**src/hdl/vmab_pkg.sv**
```systemverilog
// Package with shared types and constants for the velocity filter.
`timescale 1ns / 1ps
package vmab_pkg;

  localparam int WindowDef  = 5;
  localparam int VelWidthDef = 16;
  localparam int CfgWidth   = 16;
  localparam int CfgIdxWidth = 3;

  // Command codes of an input request.
  localparam logic [1:0] CmdImu  = 2'd0;
  localparam logic [1:0] CmdPose = 2'd1;
  localparam logic [1:0] CmdTick = 2'd2;

  // Source codes of a result.
  localparam logic [1:0] SrcImu  = 2'd0;
  localparam logic [1:0] SrcPose = 2'd1;
  localparam logic [1:0] SrcNone = 2'd2;

  // Configuration register indexes.
  localparam logic [2:0] RegImuTimeout  = 3'd0;
  localparam logic [2:0] RegPoseTimeout = 3'd1;
  localparam logic [2:0] RegAlpha       = 3'd2;
  localparam logic [2:0] RegTickPeriod  = 3'd3;
  localparam logic [2:0] RegBetaOverDt  = 3'd4;

  typedef enum logic [2:0] {
    StIdle,
    StSort,
    StPred,
    StCorr,
    StSqrt,
    StOut
  } state_e;

  // Commands from the controller to the datapath.
  typedef struct packed {
    logic start;     // select source, push window
    logic sort_step; // one rank-counting step of the median
    logic pred;      // prediction and residual
    logic corr;      // correction and state update
    logic sqrt_init; // load the root unit
    logic sqrt_step; // one root iteration
  } cmd_t;

  // Status from the datapath to the controller.
  typedef struct packed {
    logic sort_done;
    logic sqrt_done;
  } sts_t;

endpackage

```
**src/hdl/vmab_ctrl.sv**
```systemverilog
// Controller state machine that sequences one tick through the datapath.
`timescale 1ns / 1ps
module vmab_ctrl
  import vmab_pkg::*;
(
  input  logic       clk_i,
  input  logic       rst_ni,
  input  logic       tick_i,
  input  logic       out_busy_i,
  input  sts_t       sts_i,
  output cmd_t       cmd_o,
  output logic       busy_o,
  output logic       out_load_o
);

  state_e state_q, state_d;

  // State register.
  always_ff @(posedge clk_i or negedge rst_ni) begin
    if (!rst_ni) begin
      state_q <= StIdle;
    end else begin
      state_q <= state_d;
    end
  end

  // Next state and commands.
  always_comb begin
    state_d    = state_q;
    cmd_o      = '0;
    out_load_o = 1'b0;
    busy_o     = (state_q != StIdle);
    unique case (state_q)
      StIdle: begin
        if (tick_i) begin
          cmd_o.start = 1'b1;
          state_d     = StSort;
        end
      end
      StSort: begin
        cmd_o.sort_step = 1'b1;
        if (sts_i.sort_done) begin
          state_d = StPred;
        end
      end
      StPred: begin
        cmd_o.pred = 1'b1;
        state_d    = StCorr;
      end
      StCorr: begin
        cmd_o.corr = 1'b1;
        state_d    = StSqrt;
      end
      StSqrt: begin
        if (sts_i.sqrt_done) begin
          state_d = StOut;
        end else begin
          cmd_o.sqrt_step = 1'b1;
        end
      end
      StOut: begin
        if (!out_busy_i) begin
          out_load_o = 1'b1;
          state_d    = StIdle;
        end
      end
      default: state_d = StIdle;
    endcase
    if (state_q == StCorr) begin
      cmd_o.sqrt_init = 1'b1;
    end
  end

endmodule

```
**config.mk**
```make
export PLATFORM = sky130hd
export DESIGN_NAME = vmab_ctrl
export DESIGN_NICKNAME = d
export VERILOG_FILES = /design/src/hdl/vmab_pkg.sv /design/src/hdl/vmab_ctrl.sv
export SDC_FILE = /design/constraint.sdc
export NUM_CORES = 1
export LEC_CHECK = 0
export BUFFER_PORTS_ARGS = -buffer_cell sky130_fd_sc_hd__buf_2
export CAP_MARGIN = 20
export CORE_AREA = 10 10 47 49
export DETAILED_ROUTE_END_ITERATION = 6
export DIE_AREA = 0 0 57 59
export PLACE_DENSITY_LB_ADDON = 0.3
export SLEW_MARGIN = 20
export SYNTH_ARGS = -nofsm -noshare
export SYNTH_HDL_FRONTEND = slang
export SYNTH_SLANG_ARGS = --single-unit
```
**constraint.sdc**
```tcl
create_clock -name clk_i -period 0.95 [get_ports clk_i]
set_input_delay 0.19 -clock clk_i [delete_from_list [all_inputs] [get_ports clk_i]]
set_output_delay 0.19 -clock clk_i [all_outputs]
set_load 0.005 [all_outputs]
```
== Yosys cells after proc, flatten, opt, wreduce, memory -nomap -nowiden ==
Index checks and enable logic that the tools add are counted.

* Input port bits: 6
* Register bits: 3
* Word-level logic and storage cells: 27
* Output and inout port bits: 8

* Muxes and demuxes: 14
* Reduce and logical (&&, ||, !) cells: 3
* Equal/unequal tests: 9

{| class="wikitable"
|+ Operator list
! operator !! count
|-
| 3-bit one-hot mux with 6 select lines || 1
|-
| 3-bit 2-to-1 mux || 4
|-
| 1-bit 2-to-1 mux || 9
|-
| 2-bit inequality test (second input constant) || 4
|-
| 3-bit by 2-bit == test with 1-bit output (second input constant) || 2
|-
| 3-bit == test (second input constant) || 2
|-
| 4-bit AND reduction || 1
|-
| 3-bit by 1-bit == test with 1-bit output (second input constant) || 1
|-
| 3-bit zero test || 1
|-
| 3-bit nonzero test || 1
|}

== Logic depth before layout (Yosys ltp) ==
Gate-level depths: netlist (run 1).

* Word-level depth: 3
* Gate-level depth with buffers: 3
* Mapped depth without buffers: 3

== Worst setup path after synthesis (run 1) ==
No wires, ideal clock.

* Kind: reg-to-output
* From: reg state_q[0]
* To: out cmd_o[5] (netlist bit)
* Path buffers: 0
* Data required time: 0.760 ns
* Slack: -0.156 ns
* Arrival: 0.916 ns
* Stages on the path, launching flop included: 3
* Cell sequence: dfrtp_1 -> or3_4 -> nor2_2

{| class="wikitable"
|+ RTL lines
! item !! RTL line !! RTL
|-
| from (decl) || vmab_ctrl.sv:16 || <nowiki>state_e state_q, state_d;</nowiki>
|-
| from (signal assigned) || vmab_ctrl.sv:21 || <nowiki>state_q <= StIdle;</nowiki>
|-
| from (signal assigned) || vmab_ctrl.sv:23 || <nowiki>state_q <= state_d;</nowiki>
|-
| to (decl) || vmab_ctrl.sv:11 || <nowiki>output cmd_t cmd_o,</nowiki>
|}

==> results of run 1 <==
-- stage by stage --
stage	worst slack, ps	cell area (um^2)
after detailed placement	-200	338
after floorplan	-152	223
final	-447	409
after global routing	-506	409
after CTS	-453	402
after global placement	-188	338
-- cell type report --
class / instances / area share [%]
Clock buffer: 4 / 6.42
Inverter: 1 / 0.917
Multi-Input combinational cell: 21 / 38.8
Sequential cell: 3 / 18.7
Tap cell: 16 / 4.89
Timing Repair Buffer: 19 / 30.3
-- Yosys cell counts, drive strengths merged --
library cell,number
nand2,1
dfrtp,3
buf,1
and2,1
o21bai,1
nand3,1
inv,1
or3,1
nor3,1
o21ai,1
nand2b,3
o311ai,1
a21oi,1
nor2,3
nor2b,4
nor3b,1
and3b,1
-- power groups by stage --
stage                     logic [mW]  registers (mW)  clock network [mW]
after detailed placement       0.598           0.226                   0
after global routing           0.769           0.247               0.253
after floorplan                0.287           0.259                   0
final                          0.689           0.237               0.230
after global placement         0.606           0.227                   0
after CTS                      0.679           0.233               0.237
-- tightest hold or removal path, stage by stage --
cell and delay, ps:
buf_2 100, a21oi_2 50, nor2_1 90
-- repair_timing --
action                                 CTS  global route
pin swaps                                1             1
endpoints found under the hold margin    3             0
hold buffers                             1             0
resized for setup                        7             3
buffers inserted                         0             0
setup endpoints to repair               11            11
-- kinds of logic (layout without fill, tap and decap cells) --
group	Yosys count	in the layout	share of synthesized area, %
compound gates	4	4	12.1
simple gates	17	17	48.3
flops	3	3	34.5
buf+inv	2	24	5.17
-- per-layer routing --
metal,up-vias,share of wire (%)
met1,121,35
li1,133,-
met5,-,0
met2,11,50
met3,2,12
met4,0,2.2
-- layout by cell type (no fill, tap or decap) --
cell           count
buf_2             13
nor2b_1            3
clkbuf_4           3
buf_6              3
nor2_2             2
nand2b_1           2
buf_4              2
dfrtp_1            2
and2_1             1
nor3b_2            1
or3_4              1
and3b_2            1
inv_1              1
nand2b_4           1
nor3_2             1
o21bai_1           1
nand2_1            1
o21ai_0            1
nor2b_2            1
nand3_1            1
o311ai_1           1
a21oi_2            1
nor2_1             1
clkbuf_1           1
dlygate4sd3_1      1
dfrtp_2            1
-- final timing paths --
check	to	start	cells past startpoint	slack, ps
min	state_q[1]$_DFFE_PN0P_	sts_i[1]	3	240
max	cmd_o[5]	state_q[1]$_DFFE_PN0P_	3	-450
max in group asynchronous	state_q[2]$_DFFE_PN0P_	rst_ni	2	550
max reg2reg	state_q[2]$_DFFE_PN0P_	state_q[0]$_DFFE_PN0P_	3	-110
min reg2reg	state_q[1]$_DFFE_PN0P_	state_q[2]$_DFFE_PN0P_	2	580
min in group asynchronous	state_q[1]$_DFFE_PN0P_	rst_ni	2	280
==> flow_metrics.tcl, run 1 <==
set metrics [dict create \
    die_area_mm2 0.00336 \
    rsz0062_at_grt "yes" \
    period_minus_slack_ps 1400 \
    cellLeakagePower_nw 0.203 \
    setup_ws_ps -447 \
    largest_reg_flops 3 \
    via_per_inst 4.17 \
    critPathLaunchType "register" \
    multiInputGateArea_um2 159 \
    initial_core_util_pct 15.5 \
    drive_gt1_share_pct 64.6 \
    total_power_mw 1.16 \
    switching_share_pct 36.0 \
    wl_per_cell_um 11.2 \
    largest_registers "state_q (3)" \
    max_cap_violations 0 \
    grt_usage_pct 4.77 \
    portBuffers 13 \
    insertion_delay_ps 230 \
    power.internal_mw 0.740 \
    slew_viol_final 0 \
    rows 14 \
    min_period_over_period_pct 147 \
    ys_types 18 \
    hold_violations 0 \
    htree_levels 1 \
    fin_skew_ps 0.185 \
    worst_pin_slew_ps 265 \
    top_usage_layer "met2" \
    hold_ws_ps 236 \
    finalSetupViolations 11 \
    area.growth.synth_to_final_pct 87.9 \
    crit_path_max_incr_delay_ps 410 \
    peakVddDrop_v 0.000566 \
    crit_slowest_cell "dfrtp_1" \
    diodes 0 \
    ys_ff_latch 3 \
    globalplace.congestion 0.715 \
    drt_iter0_drc 1 \
    cp_top_family "simple AND/OR/NAND/NOR gates" \
    vias 267 \
    placed_cells 59 \
    clkSlewWorstSetupHoldPaths_ps 40 \
    grt_pass1_wl_um 1210 \
    path_cells "or3_4 > nor2_2 > buf_2" \
    ios 14 \
    remaining_drc_errors 0 \
    seqCellArea_um2 76.3 \
    seqPwrFrac_pct 20.5 \
    antenna_found_initial 0 \
    p_clk_share_pct 19.9 \
    top_register "state_q" \
    met3_usage_pct 3.00 \
    cts_buffers 3 \
    pwr-share-comb_pct 59.6 \
    clock_sinks 3 \
    hpwl_um 561 \
    wl_um 714 \
    crit_buf_inv 1 \
    crit_path_end_kind "output port" \
    postSynthAreaPerCell_um2 8.37 \
    nFillCells 172 \
    final_cells 64 \
    cp_max_fo 4 \
    yosys.area.top_type "dfrtp_1" \
    netlist_area_um2 218 \
    grt_pass1_vias 307 \
    setup_tns_ps -3080 \
    synthCells 26 \
    grt_overflow 0 \
    drt_pass1_iterations 3 \
    critPathKind "register to output port" \
    grt_max_degree 8 \
    max_freq_ghz 0.716 \
    worst-endpoint-arrival_ps 1210 \
    p_switching_mw 0.416 \
    max_slew_margin_pct 82.1 \
    ys_warn_count 0 \
    cts_tree "built" \
    syn_nets 32 \
    violations "negative setup slack" \
    root_buffer "clkbuf_4" \
    synth_top_area_share_pct 34.5 \
    p_per_area_mw_per_mm2 2820 \
    status "finished with violations" \
    core_mm2 0.00140 \
    synth_area_leaders "dfrtp_1 (34%), nor2b_1 (11%), nand2b_1 (8.6%)" \
    clock_path_buffers 2 \
    yosysSeqAreaShare_pct 34.5 \
    final_util_pct 29.2 \
    cp_data_required_time_ps 760 \
    antenna_left 0 \
    met2_usage_pct 8.22 \
    grt.met1_usage_pct 3.35 \
    hp-class "input port to register" \
    fp.dieH_um 59 \
    finalNetCount 55 \
    fp.dieW_um 57 \
]
Note: power is estimated with default switching activity, not from simulation.
==> inputs of run 2 (changes only) <==
CTS_CLUSTER_SIZE = 24   (was unset)
clock period = 1.65 ns   (was 0.95 ns; I/O delays follow)
==> run 2 against run 1 <==
Net effect:
- the flow now finishes without violations
- critical path depth did not move
- first-iteration DRC count increased by 100%
- sequential power down 30%
- count of clock-buffer cells in the layout did not move
- largest cell class unchanged
- largest power group unchanged
- highest routed layer is now met3
==> flow_metrics.tcl, run 2 (synthesized netlist as in run 1, its figures left out) <==
set metrics [dict create \
    status "complete, no violations" \
    min_period_over_period_pct 96.2 \
    worst_pin_slew_ps 314 \
    r2r_start "state_q[2]$_DFFE_PN0P_" \
    peakVddDrop_v 0.000474 \
    grt_overflow 0 \
    wl_per_cell_um 10.2 \
    clkSlewWorstSetupHoldPaths_ps 40 \
    core_mm2 0.00140 \
    wl_um 602 \
    p_per_area_mw_per_mm2 1590 \
    max_freq_ghz 0.630 \
    crit_path_max_incr_delay_ps 440 \
    r2r_cells 2 \
    grt_pass1_vias 260 \
    insertion_delay_ps 230 \
    hp-class "input port to register" \
    crit_path_end_kind "output port" \
    min_to "state_q[1]$_DFFE_PN0P_" \
    max_cap_violations 0 \
    top_register "state_q" \
    regToRegSetupSlack_ps 670 \
    multiInputGateArea_um2 131 \
    antenna_found_initial 0 \
    htree_levels 1 \
    cp_data_required_time_ps 1320 \
    cellLeakagePower_nw 0.166 \
    vias 235 \
    dpl-instance-area_um2 295 \
    root_buffer "clkbuf_4" \
    cts_buffers 3 \
    initial_core_util_pct 15.5 \
    ios 14 \
    largest_registers "state_q (3)" \
    globalplace.congestion 0.668 \
    finalNetCount 50 \
    fin_skew_ps 1.86 \
    drive_gt1_share_pct 44.2 \
    cp_top_family "simple AND/OR/NAND/NOR gates" \
    rows 14 \
    hold_depth 3 \
    fp.dieH_um 59 \
    cts_tree "built" \
    grt_max_degree 10 \
    worst-endpoint-arrival_ps 1260 \
    antenna_left 0 \
    crit_start "state_q[0]$_DFFE_PN0P_" \
    nFillCells 171 \
    max_slew_margin_pct 78.7 \
    grt_usage_pct 3.85 \
    slew_viol_final 0 \
    die_area_mm2 0.00336 \
    via_per_inst 3.98 \
    clock_sinks 3 \
    diodes 0 \
    layout_common_cells "buf_2 (13), nor2b_1 (4), nand2b_1 (3), clkbuf_4 (3)" \
    largest_reg_flops 3 \
    path_cells "or3_4 > nor2_2 > buf_2" \
    fp.dieW_um 57 \
    clock_path_buffers 2 \
    drt_pass1_iterations 4 \
    seqCellArea_um2 76.3 \
    total_power_mw 0.529 \
    critPathLaunchType "register" \
    area.growth.synth_to_final_pct 52.9 \
    r2r_end "state_q[0]$_DFFE_PN0P_" \
    drt_iter0_drc 2 \
    layout_commonest_cell "buf_2" \
    crit_slowest_cell "dfrtp_2" \
    design_area_um2 333 \
    finalSetupViolations 0 \
    hpwl_um 491 \
    critPathKind "register to output port" \
    period_minus_slack_ps 1590 \
    crit_buf_inv 1 \
    grt_pass1_wl_um 1010 \
    hold_violations 0 \
    portBuffers 13 \
    remaining_drc_errors 0 \
    hp-start "sts_i[1]" \
    cp_max_fo 9 \
]
-- run 2: power breakdown --
group	switching [mW]	total (mW)	internal (mW)
Combinational	0.0995	0.237	0.138
Clock	0.0353	0.126	0.0904
Sequential	0.0597	0.166	0.107
Total	0.194	0.529	0.335
-- run 2: worst reg2reg max path, delay by kind of cell (launching register included) --
kind | cells | cell delay [ps]
flops | 1 | 470
simple gates | 1 | 80
compound gates | 1 | 300
-- run 2: worst max path at each step --
stage | to | depth (start not counted)
2_1_floorplan | cmd_o[5] | 2
3_3_place_gp | cmd_o[5] | 3
3_5_place_dp | cmd_o[5] | 3
4_1_cts | cmd_o[5] | 3
5_1_grt | cmd_o[5] | 3
6_report | cmd_o[5] | 3
-- run 2: layout make-up --
cell class | instances | share of cell area, %
multi-input cells | 21 | 39.5
flip-flops and latches | 3 | 22.9
repair buffers | 14 | 22.6
clock buffers | 4 | 7.89
well taps | 16 | 6.02
inverters | 1 | 1.13
-- run 2: timing repair --
action | 4_1_cts | 5_1_grt
setup buffers | 0 | 0
hold buffers | 1 | 0
endpoints found under the hold margin | 3 | 0
gates resized for setup | 0 | 1
endpoints found under the setup margin | 0 | 1
-- run 2: metal layers --
| layer | share of wire (%) | GRT usage, % | up-vias |
|---|---|---|---|
| met4 | 0 | 4.03 | 0 |
| met2 | 43 | 5.27 | 14 |
| met3 | 13 | 2.15 | 0 |
| li1 | - | - | 122 |
| met1 | 44 | 3.94 | 99 |
| met5 | 0 | 0 | - |
-- run 2: through the flow --
stage | worst slack, ps | setup TNS [ps] | cells | utilization, % | hold WS (ps)
after CTS | 24.4 | 0 | 59 | 23.7 | 367
final | 62.1 | 0 | 59 | 23.8 | 366
after floorplan | 404 | 0 | 26 | - | 34.4
after global routing | -0.0626 | -0.0626 | 59 | 23.8 | 397
after global placement | 291 | 0 | 54 | 21.1 | 129
after detailed placement | 278 | 0 | 54 | 21.1 | 127
